===== config.mk =====
export PLATFORM = sky130hd
export DESIGN_NAME = string_to_int64_parser
export DESIGN_NICKNAME = d
export VERILOG_FILES = /design/src/rtl/s2i_pkg.sv /design/src/rtl/s2i_digit_mac.sv /design/src/rtl/string_to_int64_parser.sv
export SDC_FILE = /design/constraint.sdc
export NUM_CORES = 1
export LEC_CHECK = 0
export CAP_MARGIN = 15
export CORE_ASPECT_RATIO = 0.6
export CORE_MARGIN = 4
export CORE_UTILIZATION = 40
export DETAILED_ROUTE_END_ITERATION = 16
export DONT_BUFFER_PORTS = 1
export PLACE_DENSITY = 0.54
export SYNTH_ARGS = -nofsm -noshare
export SYNTH_HDL_FRONTEND = slang
export SYNTH_SLANG_ARGS = --single-unit

===== constraint.sdc =====
create_clock -name clk -period 6.7 [get_ports clk]
set_input_delay 0.335 -clock clk [delete_from_list [all_inputs] [get_ports clk]]
set_output_delay 0.335 -clock clk [all_outputs]
set_load 0.01 [all_outputs]

===== src/rtl/s2i_pkg.sv =====
package s2i_pkg;

  // Default width of the saturating byte counter.
  localparam int OFFSET_BITS_DEF = 16;

  // Configuration port.
  localparam int APB_ADDR_BITS = 3;
  localparam int APB_DATA_BITS = 32;

  // Values of base_select.
  localparam logic [7:0] BSEL_AUTO  = 8'd0;
  localparam logic [7:0] BSEL_BIN   = 8'd2;
  localparam logic [7:0] BSEL_DEC   = 8'd10;
  localparam logic [7:0] BSEL_HEX   = 8'd16;
  localparam logic [7:0] BSEL_RESET = BSEL_DEC;

  // Character codes.
  localparam logic [7:0] CH_NUL   = 8'h00;
  localparam logic [7:0] CH_TAB   = 8'h09;
  localparam logic [7:0] CH_CR    = 8'h0D;
  localparam logic [7:0] CH_SPACE = 8'h20;
  localparam logic [7:0] CH_PLUS  = 8'h2B;
  localparam logic [7:0] CH_MINUS = 8'h2D;
  localparam logic [7:0] CH_ZERO  = 8'h30;
  localparam logic [7:0] CH_ONE   = 8'h31;
  localparam logic [7:0] CH_NINE  = 8'h39;
  localparam logic [7:0] CH_UA    = 8'h41;
  localparam logic [7:0] CH_UF    = 8'h46;
  localparam logic [7:0] CH_UX    = 8'h58;
  localparam logic [7:0] CH_LA    = 8'h61;
  localparam logic [7:0] CH_LF    = 8'h66;
  localparam logic [7:0] CH_LX    = 8'h78;

  // Largest offset that the result field can carry.
  localparam logic [15:0] OFFSET_OUT_MAX = 16'hFFFF;

  typedef enum logic [2:0] {
    PH_WS     = 3'd0,
    PH_PLUS   = 3'd1,
    PH_BODY   = 3'd2,
    PH_HEXX   = 3'd3,
    PH_AUTO0  = 3'd4,
    PH_DIGITS = 3'd5,
    PH_IGNORE = 3'd6
  } phase_t;

  typedef enum logic [1:0] {
    AB_DEC = 2'd0,
    AB_BIN = 2'd1,
    AB_HEX = 2'd2
  } abase_t;

endpackage


===== src/rtl/s2i_digit_mac.sv =====
module s2i_digit_mac (
  input  logic [7:0]      ch,
  input  s2i_pkg::abase_t base,
  input  logic [63:0]     acc,
  output logic            is_digit,
  output logic [63:0]     acc_next
);

  logic [3:0]  digit;
  logic [63:0] digit_ext;

  // Classify the byte in the given base and find its digit value.
  always_comb begin
    is_digit = 1'b0;
    digit    = '0;
    if (base == s2i_pkg::AB_BIN) begin
      if (ch == s2i_pkg::CH_ZERO || ch == s2i_pkg::CH_ONE) begin
        is_digit = 1'b1;
        digit    = ch[3:0];
      end
    end else if (ch inside {[s2i_pkg::CH_ZERO:s2i_pkg::CH_NINE]}) begin
      is_digit = 1'b1;
      digit    = ch[3:0];
    end else if (base == s2i_pkg::AB_HEX &&
                 (ch inside {[s2i_pkg::CH_LA:s2i_pkg::CH_LF],
                             [s2i_pkg::CH_UA:s2i_pkg::CH_UF]})) begin
      // Letters a..f and A..F have low nibbles 1..6.
      is_digit = 1'b1;
      digit    = ch[3:0] + 4'd9;
    end
  end

  assign digit_ext = {60'd0, digit};

  // Multiply by a constant base with shifts, wrapping modulo 2^64.
  always_comb begin
    case (base)
      s2i_pkg::AB_BIN: acc_next = {acc[62:0], 1'b0} + digit_ext;
      s2i_pkg::AB_HEX: acc_next = {acc[59:0], 4'd0} + digit_ext;
      default:         acc_next = {acc[60:0], 3'd0} + {acc[62:0], 1'b0} + digit_ext;
    endcase
  end

endmodule


===== src/rtl/string_to_int64_parser.sv =====
// A result is registered on the master side in the cycle after the byte that ends the parse.
// Throughput: one byte per cycle; the input stalls only while a finished result waits unread.
// The per-byte work is one pass of phase decode and a shift-and-add accumulate of 64 bits.
// Reset (rst, synchronous, active high) sets base_select to decimal (10), returns the parser
// to the whitespace phase with a cleared accumulator, sign and byte counter, and empties
// the result register.
module string_to_int64_parser #(
  parameter int OFFSET_BITS = s2i_pkg::OFFSET_BITS_DEF
) (
  input  logic                               clk,
  input  logic                               rst,
  // Input stream of string bytes.
  input  logic                               s_tvalid,
  output logic                               s_tready,
  input  logic [7:0]                         s_tdata,   // [7:0] ch
  // Result stream.
  output logic                               m_tvalid,
  input  logic                               m_tready,
  output logic [79:0]                        m_tdata,   // [63:0] value, [79:64] end_offset
  // Configuration port.
  input  logic                               psel,
  input  logic                               penable,
  input  logic                               pwrite,
  input  logic [s2i_pkg::APB_ADDR_BITS-1:0]  paddr,
  input  logic [s2i_pkg::APB_DATA_BITS-1:0]  pwdata,
  output logic [s2i_pkg::APB_DATA_BITS-1:0]  prdata,
  output logic                               pready
);

  // Width used to compare the counter against the largest reportable offset.
  localparam int CW = (OFFSET_BITS > 16) ? OFFSET_BITS : 16;

  // Configuration register. There is only one, so bit 2 of the byte address
  // separates it from the unused space above it.
  logic [7:0] base_select;

  // Per-string parser state.
  s2i_pkg::phase_t phase, phase_next;
  s2i_pkg::abase_t active_base, active_base_next;
  logic            negative_flag, negative_flag_next;
  logic [63:0]     accumulator, accumulator_next;
  logic [OFFSET_BITS-1:0] byte_count, byte_count_next;

  // Decode outputs for the byte at the input.
  logic            s_accept;
  logic            body_start;
  logic            do_digit;
  logic            emit_parsed;
  logic            emit_zero;
  logic            emit;
  logic            clear;
  s2i_pkg::abase_t digit_base;
  logic            mac_is_digit;
  logic [63:0]     mac_acc;
  logic [7:0]      ch;
  logic            is_space;
  logic            is_x;
  logic [CW-1:0]   count_wide;
  logic [15:0]     offset_sat;
  logic [63:0]     value_out;
  logic [15:0]     offset_out;

  // ---------------------------------------------------------------------------
  // Configuration port. Every transfer completes in its access cycle.
  // ---------------------------------------------------------------------------
  assign pready = 1'b1;

  always_ff @(posedge clk) begin
    if (rst) begin
      base_select <= s2i_pkg::BSEL_RESET;
    end else if (psel && penable && pwrite && pready && !paddr[2]) begin
      base_select <= pwdata[7:0];
    end
  end

  assign prdata = paddr[2] ? '0 : {{(s2i_pkg::APB_DATA_BITS-8){1'b0}}, base_select};

  // ---------------------------------------------------------------------------
  // Handshake. The result register holds one item; a new byte is taken whenever
  // that register is empty or is being emptied in the same cycle, so bytes flow
  // back to back while the downstream side keeps up.
  // ---------------------------------------------------------------------------
  assign s_tready = !m_tvalid || m_tready;
  assign s_accept = s_tvalid && s_tready;

  assign ch       = s_tdata;
  assign is_space = (ch == s2i_pkg::CH_SPACE) || (ch inside {[s2i_pkg::CH_TAB:s2i_pkg::CH_CR]});
  assign is_x     = (ch == s2i_pkg::CH_LX) || (ch == s2i_pkg::CH_UX);

  // Digit classification and accumulate step, in the base chosen below.
  s2i_digit_mac u_mac (
    .ch       (ch),
    .base     (digit_base),
    .acc      (accumulator),
    .is_digit (mac_is_digit),
    .acc_next (mac_acc)
  );

  // ---------------------------------------------------------------------------
  // Next-state decode for one byte.
  // The whitespace, plus and body phases handle an optional sign; once the
  // body starts, base_select is sampled and picks a digit run, a hex prefix
  // check, the auto-detect path, or a zero result for an unsupported value. The
  // first byte that is not a digit ends the parse and produces the result; a NUL
  // also ends the string, and bytes after the result are dropped until that NUL.
  // ---------------------------------------------------------------------------
  always_comb begin
    phase_next         = phase;
    active_base_next   = active_base;
    negative_flag_next = negative_flag;
    accumulator_next   = accumulator;
    body_start         = 1'b0;
    do_digit           = 1'b0;
    emit_parsed        = 1'b0;
    emit_zero          = 1'b0;
    clear              = 1'b0;
    digit_base         = active_base;

    case (phase)
      s2i_pkg::PH_WS: begin
        if (is_space) begin
          phase_next = phase;
        end else if (ch == s2i_pkg::CH_PLUS) begin
          phase_next = s2i_pkg::PH_PLUS;
        end else if (ch == s2i_pkg::CH_MINUS) begin
          negative_flag_next = 1'b1;
          phase_next         = s2i_pkg::PH_BODY;
        end else begin
          body_start = 1'b1;
        end
      end
      s2i_pkg::PH_PLUS: begin
        // A minus may still follow a plus, but not the other way round.
        if (ch == s2i_pkg::CH_MINUS) begin
          negative_flag_next = 1'b1;
          phase_next         = s2i_pkg::PH_BODY;
        end else begin
          body_start = 1'b1;
        end
      end
      s2i_pkg::PH_BODY: begin
        body_start = 1'b1;
      end
      s2i_pkg::PH_HEXX: begin
        if (is_x) begin
          active_base_next = s2i_pkg::AB_HEX;
          phase_next       = s2i_pkg::PH_DIGITS;
        end else begin
          emit_zero = 1'b1;
        end
      end
      s2i_pkg::PH_AUTO0: begin
        // A leading zero without x means binary, and the zero was a digit.
        if (is_x) begin
          active_base_next = s2i_pkg::AB_HEX;
          phase_next       = s2i_pkg::PH_DIGITS;
        end else begin
          active_base_next = s2i_pkg::AB_BIN;
          digit_base       = s2i_pkg::AB_BIN;
          do_digit         = 1'b1;
        end
      end
      s2i_pkg::PH_DIGITS: begin
        do_digit = 1'b1;
      end
      default: begin
        // Waiting for the terminator after the result has gone out.
        if (ch == s2i_pkg::CH_NUL) begin
          clear = 1'b1;
        end
      end
    endcase

    if (body_start) begin
      case (base_select)
        s2i_pkg::BSEL_AUTO: begin
          if (ch == s2i_pkg::CH_ZERO) begin
            phase_next = s2i_pkg::PH_AUTO0;
          end else begin
            active_base_next = s2i_pkg::AB_DEC;
            digit_base       = s2i_pkg::AB_DEC;
            do_digit         = 1'b1;
          end
        end
        s2i_pkg::BSEL_BIN: begin
          active_base_next = s2i_pkg::AB_BIN;
          digit_base       = s2i_pkg::AB_BIN;
          do_digit         = 1'b1;
        end
        s2i_pkg::BSEL_DEC: begin
          active_base_next = s2i_pkg::AB_DEC;
          digit_base       = s2i_pkg::AB_DEC;
          do_digit         = 1'b1;
        end
        s2i_pkg::BSEL_HEX: begin
          // Hex requires the 0x prefix.
          if (ch == s2i_pkg::CH_ZERO) begin
            phase_next = s2i_pkg::PH_HEXX;
          end else begin
            emit_zero = 1'b1;
          end
        end
        default: begin
          // An unsupported base reports zero at offset zero.
          emit_zero = 1'b1;
        end
      endcase
    end

    if (do_digit) begin
      if (mac_is_digit) begin
        accumulator_next = mac_acc;
        phase_next       = s2i_pkg::PH_DIGITS;
      end else begin
        emit_parsed = 1'b1;
      end
    end

    emit = emit_parsed || emit_zero;
    if (emit) begin
      if (ch == s2i_pkg::CH_NUL) begin
        clear = 1'b1;
      end else begin
        phase_next = s2i_pkg::PH_IGNORE;
      end
    end

    if (clear) begin
      phase_next         = s2i_pkg::PH_WS;
      active_base_next   = s2i_pkg::AB_DEC;
      negative_flag_next = 1'b0;
      accumulator_next   = '0;
    end
  end

  // The counter saturates at its all-ones value and restarts with each string.
  always_comb begin
    if (clear) begin
      byte_count_next = '0;
    end else if (byte_count != {OFFSET_BITS{1'b1}}) begin
      byte_count_next = byte_count + 1'b1;
    end else begin
      byte_count_next = byte_count;
    end
  end

  // Offset of the current byte, clipped to the 16-bit result field.
  assign count_wide = CW'(byte_count);
  assign offset_sat = (count_wide > CW'(s2i_pkg::OFFSET_OUT_MAX)) ? s2i_pkg::OFFSET_OUT_MAX
                                                                   : count_wide[15:0];

  // The parsed value is negated modulo 2^64 when a minus sign was seen.
  assign value_out  = emit_parsed ? (negative_flag ? (64'd0 - accumulator) : accumulator)
                                  : 64'd0;
  assign offset_out = emit_parsed ? offset_sat : 16'd0;

  // ---------------------------------------------------------------------------
  // State registers.
  // ---------------------------------------------------------------------------
  always_ff @(posedge clk) begin
    if (rst) begin
      phase         <= s2i_pkg::PH_WS;
      active_base   <= s2i_pkg::AB_DEC;
      negative_flag <= 1'b0;
      accumulator   <= '0;
      byte_count    <= '0;
    end else if (s_accept) begin
      phase         <= phase_next;
      active_base   <= active_base_next;
      negative_flag <= negative_flag_next;
      accumulator   <= accumulator_next;
      byte_count    <= byte_count_next;
    end
  end

  // ---------------------------------------------------------------------------
  // Result register. It is refilled in the same cycle that its item is taken.
  // ---------------------------------------------------------------------------
  always_ff @(posedge clk) begin
    if (rst) begin
      m_tvalid <= 1'b0;
    end else if (s_accept && emit) begin
      m_tvalid <= 1'b1;
    end else if (m_tready) begin
      m_tvalid <= 1'b0;
    end
  end

  always_ff @(posedge clk) begin
    if (s_accept && emit) begin
      m_tdata <= {offset_out, value_out};
    end
  end

`ifndef ASSERT_OFF
  // A result that is still waiting must hold the input back.
  a_no_overwrite: assert property (@(posedge clk) disable iff (rst)
    (m_tvalid && !m_tready) |-> !s_tready)
    else $error("input accepted while the result register was full");

  // A new result only ever follows an accepted byte.
  a_result_source: assert property (@(posedge clk) disable iff (rst)
    (m_tvalid && !$past(m_tvalid && !m_tready)) |-> $past(s_accept))
    else $error("result appeared without an accepted byte");

  // A terminator always returns the parser to a clean start.
  a_nul_clears: assert property (@(posedge clk) disable iff (rst)
    (s_accept && s_tdata == s2i_pkg::CH_NUL) |=>
      (phase == s2i_pkg::PH_WS && byte_count == '0 && accumulator == '0 && !negative_flag))
    else $error("terminator did not clear the parser state");

  // Bytes after a result are dropped: the ignore phase holds until a terminator.
  a_ignore_holds: assert property (@(posedge clk) disable iff (rst)
    (s_accept && phase == s2i_pkg::PH_IGNORE && s_tdata != s2i_pkg::CH_NUL) |=>
      (phase == s2i_pkg::PH_IGNORE && !m_tvalid))
    else $error("parser left the ignore phase before the terminator");
`endif

endmodule


==> impl_metrics.env, run 1 <==
export IMPL_status="finished clean"
export IMPL_async_reset_ff_frac=0
export IMPL_p_seq_frac=0.465
export IMPL_path_clk_slew_ps=80
export IMPL_swShare=0.290
export IMPL_min_to="m_tvalid"
export IMPL_place_gp_congestion=0.938
export IMPL_rows=55
export IMPL_place_inst=2330
export IMPL_hold_violations=0
export IMPL_cp_max_fo=7
export IMPL_maxCapViolCount=0
export IMPL_fp_dieW_um=263
export IMPL_whs_path_depth=2
export IMPL_via_count=14500
export IMPL_via_per_inst=6.12
export IMPL_syn_cell_area_mm2=0.0156
export IMPL_p_comb_frac=0.116
export IMPL_n_antenna_cell=0
export IMPL_min_period_ps=6210
export IMPL_grt_antenna_before_repair=0
export IMPL_synth_top_area_cell="edfxtp_1"
export IMPL_cts_setup_buffers=0
export IMPL_min_from="s_tvalid"
export IMPL_drc=0
export IMPL_grt_usage=0.236
export IMPL_fmax_ghz=0.161
export IMPL_ant_nets=0
export IMPL_endpoint_kind="flop"
export IMPL_area_growth_pct=6.20
export IMPL_reg2reg_depth=25
export IMPL_netSwitchingPower_mw=0.777
export IMPL_power_frac_clock=0.419
export IMPL_grt_pass1_wl_um=79800
export IMPL_worstPathArrival_ps=6610
export IMPL_syn_area_per_cell_um2=8.06
export IMPL_cts_tree="yes"
export IMPL_die_area_mm2=0.0424
export IMPL_yosysUniqueCellTypes=78
export IMPL_fin_skew_ps=15.1
export IMPL_rr_endpoint="accumulator[54]"
export IMPL_cts_max_path_buffers=2
export IMPL_path_class="reg2reg"
export IMPL_port_buffers=0
export IMPL_grt_max_degree=70
export IMPL_synth_seq_area_share=0.275
export IMPL_timing_rr_start="base_select[3]"
export IMPL_design_area_mm2=0.0166
export IMPL_post_route_period_util=0.927
export IMPL_final_max_slew_violation_count=0
export IMPL_die_h_um=161
export IMPL_ir_worst_vdd_v=0.000146
export IMPL_wl_per_cell_um=21.8
export IMPL_p_per_area_mw_per_mm2=161
export IMPL_worst_slew_pin_slew_ps=965
export IMPL_ys_flop_type="dfxtp_1"
export IMPL_ctsHtreeMaxLevel=4
export IMPL_core_area_mm2=0.0381
export IMPL_start_util=0.410
export IMPL_hold_path_class="in2reg"
export IMPL_grt_setup_unrepaired="no"
export IMPL_detailed_place_hpwl_um=38600
export IMPL_final_setup_tns_ps=0
export IMPL_first_pass_iters=6
export IMPL_r2r_slack_ps=490
export IMPL_crit_path_start_kind="flop"
export IMPL_intPower_mw=1.90
export IMPL_drt_iter0_drc=1669
export IMPL_synth_top_area_share=0.154
export IMPL_drive_above_1_share=0.0527
export IMPL_stdcell_count=2371
export IMPL_root_buffer="clkbuf_16"
export IMPL_drt_wl_total_um=51600
export IMPL_overflow=0
export IMPL_slew_headroom=0.348
export IMPL_synth_edf_count=80
export IMPL_synth_area_leaders="edfxtp_1 (15%), dfxtp_1 (12%), ha_1 (11%)"
export IMPL_clk_latency_ps=460
export IMPL_final_nets=2030
export IMPL_placed_area_mm2=0.0159
export IMPL_holdWs_ps=26.2
export IMPL_setup_viol=0
export IMPL_ys_warn_count=0
export IMPL_cts_buffers=17
export IMPL_p_leak_nw=6.88
export IMPL_ioPinCount=165
export IMPL_crit_required_ps=7100
export IMPL_grt_pass1_vias=13100
export IMPL_ys_ff_latch=175
export IMPL_clock_sinks=175
export IMPL_synthCells=1941
cell usage in the layout, fill, tap and decap left out, types with 14 or more instances in the layout:
cell	count
a22o_1	19
dfxtp_1	94
ha_1	130
clkbuf_16	17
nor2_1	192
buf_4	30
o21ai_0	108
conb_1	25
and2_1	28
o31ai_1	26
a211oi_1	20
o211ai_1	14
a21o_1	49
a22oi_1	24
a221oi_1	37
xor2_1	99
xnor2_1	79
inv_1	38
edfxtp_1	80
nand2b_1	17
nor3_1	40
a21oi_1	131
nor4_1	16
nand3_1	60
nand2_1	165
o21bai_1	18
or3_1	14
and3_1	27
nand4_1	47
a31oi_1	14
synth_stat cells, drive strengths merged (14+ instances only):
master,number
a31oi,14
dfxtp,95
o31ai,27
nor2,193
nor3,41
a211oi,21
a21oi,131
o211ai,14
and2,29
inv,38
o21bai,18
a221oi,37
nand2b,18
clkbuf,140
nand3,60
ha,132
a22oi,24
and3,27
nand2,166
a22o,19
or3,14
nor4,17
a21o,49
buf,38
xor2,99
nand4,47
xnor2,79
o21ai,108
edfxtp,80
worst max-delay path, cell delays in order (launching register included):
cell      delay (ps)
dfxtp_1          380
a31o_2           240
a211oi_1         320
and3_1           270
o21a_1           170
inv_1             50
ha_2             210
nor4b_1          290
nand3b_1         140
nor3_2           320
a21boi_0         200
o21ai_0           90
o21ai_0          180
ha_1             220
ha_1             190
inv_1             60
fa_1             380
nand2b_1         190
a21o_1           220
a211oi_1         320
o311ai_0         250
a21oi_1          340
and3_1           390
o211ai_1         200
a2111o_1         440
nand3_1           70
power groups by stage:
stage	clock (mW)	combinational, mW	sequential, mW
final	1.12	0.312	1.25
after global routing	1.18	0.343	1.25
after CTS	1.14	0.309	1.25
after detailed placement	0	0.298	1.27
after global placement	0	0.296	1.27
after floorplan	0	0.222	1.26
repair_timing:
item / CTS / global route
endpoints found under the hold margin: 39 / 0
endpoints found under the setup margin: 0 / 4
resized for setup: 0 / 1
hold buffers: 9 / 0
per-stage QoR:
stage	setup WS (ps)	power [mW]	utilization
after floorplan	677	1.48	-
after global placement	278	1.57	0.416
final	492	2.68	0.436
after detailed placement	82.0	1.57	0.416
after global routing	43.5	2.78	0.436
after CTS	424	2.69	0.436
worst max-delay path by stage:
stage                     slack [ps]               to           start  depth (start not counted)
after global placement           280  accumulator[60]      s_tdata[0]                         28
after CTS                        420  accumulator[54]  base_select[3]                         25
after floorplan                  680  accumulator[60]      s_tdata[0]                         28
after detailed placement          80  accumulator[54]      s_tdata[0]                         27
final                            490  accumulator[54]  base_select[3]                         25
after global routing              40  accumulator[54]      s_tdata[0]                         28
sequential cells by signal, summed over array words and instances (netlist names):
signal and flops:
m_tvalid 1, base_select 8, negative_flag 1, active_base 2, m_tdata 80, accumulator 64
byte_count 16, phase 3
area by class of cell:
| class | instances | area, um2 |
|---|---|---|
| Sequential cell | 175 | 4310 |
| Clock buffer | 19 | 433 |
| Tap cell | 513 | 642 |
| Multi-Input combinational cell | 1572 | 10500 |
| Clock inverter | 13 | 198 |
| Timing Repair Buffer | 40 | 345 |
| Fill cell | 3843 | 21500 |
| Inverter | 39 | 146 |
cell families after synthesis:
family                     share of synthesized area
other                                       0.000480
and+or+nand+nor                                0.215
adders and majority gates                      0.109
DFF                                            0.275
buffers and inverters                         0.0590
xor gates and xnor gates                      0.0997
AOI/OAI and AO/OA                              0.236
muxes                                        0.00512
metal layers:
metal  global-route usage  wire length (um)  up-vias
met4               0.0393               454        0
li1                     -                 -     6895
met2                0.316             20300      565
met3               0.0547              4560       29
met5                    0                 0        -
met1                0.382             26300     7027
Power figures use the tool's default switching activity.
==> run 2: changes to the inputs <==
Settings changed: PLACE_DENSITY 0.54 to default.
==> impl_metrics.env, run 2 (synthesized netlist as in run 1, its figures left out) <==
export IMPL_status="finished clean"
export IMPL_setup_viol=0
export IMPL_grt_pass1_vias=13100
export IMPL_post_route_util=0.433
export IMPL_grt_max_degree=77
export IMPL_cp_slowest_stage_delay_ps=530
export IMPL_grt_setup_unrepaired="no"
export IMPL_p_seq_frac=0.486
export IMPL_path_class="reg2reg"
export IMPL_path_clk_slew_ps=70
export IMPL_maxCapViolCount=0
export IMPL_rows=55
export IMPL_slowest_stage="fa_1"
export IMPL_via_per_inst=6.22
export IMPL_top_register="m_tdata"
export IMPL_pre_cts_ws_ps=186
export IMPL_drt_wl_total_um=51300
export IMPL_core_area_mm2=0.0381
export IMPL_crit_path_start_kind="flop"
export IMPL_cts_buffers=17
export IMPL_grt_antenna_before_repair=0
export IMPL_crit_cells=25
export IMPL_start_util=0.410
export IMPL_power_frac_clock=0.393
export IMPL_die_h_um=161
export IMPL_drive_above_1_share=0.0538
export IMPL_n_antenna_cell=0
export IMPL_critPathLaunch="phase[1]"
export IMPL_ir_worst_vdd_v=0.000148
export IMPL_clock_sinks=175
export IMPL_drc=0
export IMPL_whs_path_depth=2
export IMPL_crit_top_cell="inv_1"
export IMPL_die_area_mm2=0.0424
export IMPL_reg2reg_depth=25
export IMPL_clk_latency_ps=460
export IMPL_root_buffer="clkbuf_16"
export IMPL_final_nets=2031
export IMPL_min_period_ps=6240
export IMPL_worst_slew_pin_slew_ps=1010
export IMPL_hold_path_class="in2reg"
export IMPL_intPower_mw=1.79
export IMPL_ioPinCount=165
export IMPL_place_gp_congestion=0.945
export IMPL_fin_skew_ps=14.6
export IMPL_port_buffers=0
export IMPL_timing_rr_start="phase[1]"
export IMPL_crit_family="compound AO/OA/AOI/OAI gates"
export IMPL_overflow=0
export IMPL_power_total_mw=2.57
export IMPL_fmax_ghz=0.160
export IMPL_grt_usage=0.233
export IMPL_wl_per_cell_um=21.6
export IMPL_hold_violations=0
export IMPL_p_per_area_mw_per_mm2=155
export IMPL_p_comb_frac=0.121
export IMPL_cts_tree="yes"
export IMPL_cts_max_path_buffers=2
export IMPL_netSwitchingPower_mw=0.773
export IMPL_crit_required_ps=7030
export IMPL_cts_setup_buffers=0
export IMPL_ctsHtreeMaxLevel=4
export IMPL_area_growth_pct=5.66
export IMPL_rr_endpoint="accumulator[60]"
export IMPL_p_leak_nw=6.84
export IMPL_largest_reg_flops=80
export IMPL_layout_commonest_cell="nor2_1"
export IMPL_first_pass_iters=6
export IMPL_min_from="pwdata[5]"
export IMPL_slew_headroom=0.321
export IMPL_path_buf_inv=4
export IMPL_via_count=14800
export IMPL_stdcell_count=2372
export IMPL_place_inst=2333
export IMPL_endpoint_kind="flop"
export IMPL_r2r_slack_ps=460
export IMPL_ant_nets=0
export IMPL_cp_max_fo=8
export IMPL_largestRegisters="m_tdata x80, accumulator x64, byte_count x16"
export IMPL_detailed_place_hpwl_um=38100
export IMPL_worstPathArrival_ps=6570
export IMPL_swShare=0.301
export IMPL_layout_cells_most_common_list="nor2_1 (192), nand2_1 (165), a21oi_1 (131), ha_1 (130), o21ai_0 (108)"
export IMPL_timing_final_ws_setup_ps=461
export IMPL_post_route_period_util=0.931
export IMPL_fillers=3843
export IMPL_drt_iter0_drc=1784
export IMPL_final_setup_tns_ps=0
export IMPL_min_to="base_select[5]"
export IMPL_fp_dieW_um=263
export IMPL_final_max_slew_violation_count=0
export IMPL_grt_pass1_wl_um=79000
-- run 2: changes by cell type in the layout (fill, tap and decap cells not counted), sizes merged --
| cell | delta |
|---|---|
| inv | -1 |
| bufinv | -3 |
| clkinvlp | +3 |
| dlygate4sd3 | -2 |
| clkinv | -1 |
| clkbuf | +2 |
| buf | +3 |
-- run 2: worst max-delay path by stage --
stage,slack (ps),to
6_report,460,accumulator[60]
3_5_place_dp,190,accumulator[60]
3_3_place_gp,290,accumulator[60]
5_1_grt,10,accumulator[22]
2_1_floorplan,680,accumulator[60]
4_1_cts,580,accumulator[60]
-- run 2: what timing repair did --
item / CTS / global route
endpoints found under the hold margin: 39 / 0
hold buffers: 7 / 0
gates resized for setup: 0 / 1
setup endpoints to repair: 0 / 2
-- run 2: layout make-up --
type / instances / area, um2 / area share
well taps: 513 / 642 / 0.0388
multi-input cells: 1572 / 10500 / 0.638
clock buffers: 21 / 450 / 0.0273
inverters: 39 / 146 / 0.00886
clock inverters: 11 / 109 / 0.00659
repair buffers: 41 / 335 / 0.0203
flip-flops and latches: 175 / 4310 / 0.261
-- run 2: routing by layer --
layer | share of wire | global-route usage
met5 | 0.00056 | 0.00563
met2 | 0.39 | 0.314
met3 | 0.10 | 0.0656
met1 | 0.49 | 0.364
met4 | 0.014 | 0.0470
-- run 2: power groups by stage --
| stage | Combinational [mW] | Sequential, mW | Clock, mW |
|---|---|---|---|
| 6_report | 0.310 | 1.25 | 1.01 |
| 5_1_grt | 0.338 | 1.25 | 1.07 |
| 4_1_cts | 0.305 | 1.25 | 1.02 |
| 3_5_place_dp | 0.293 | 1.27 | 0 |
| 3_3_place_gp | 0.289 | 1.27 | 0 |
| 2_1_floorplan | 0.222 | 1.26 | 0 |
-- run 2: per-stage QoR --
step,cell area [um2],hold WS [ps]
2_1_floorplan,15700,444
3_3_place_gp,15900,413
3_5_place_dp,15900,414
4_1_cts,16500,6.61
5_1_grt,16500,29.9
6_report,16500,28.7
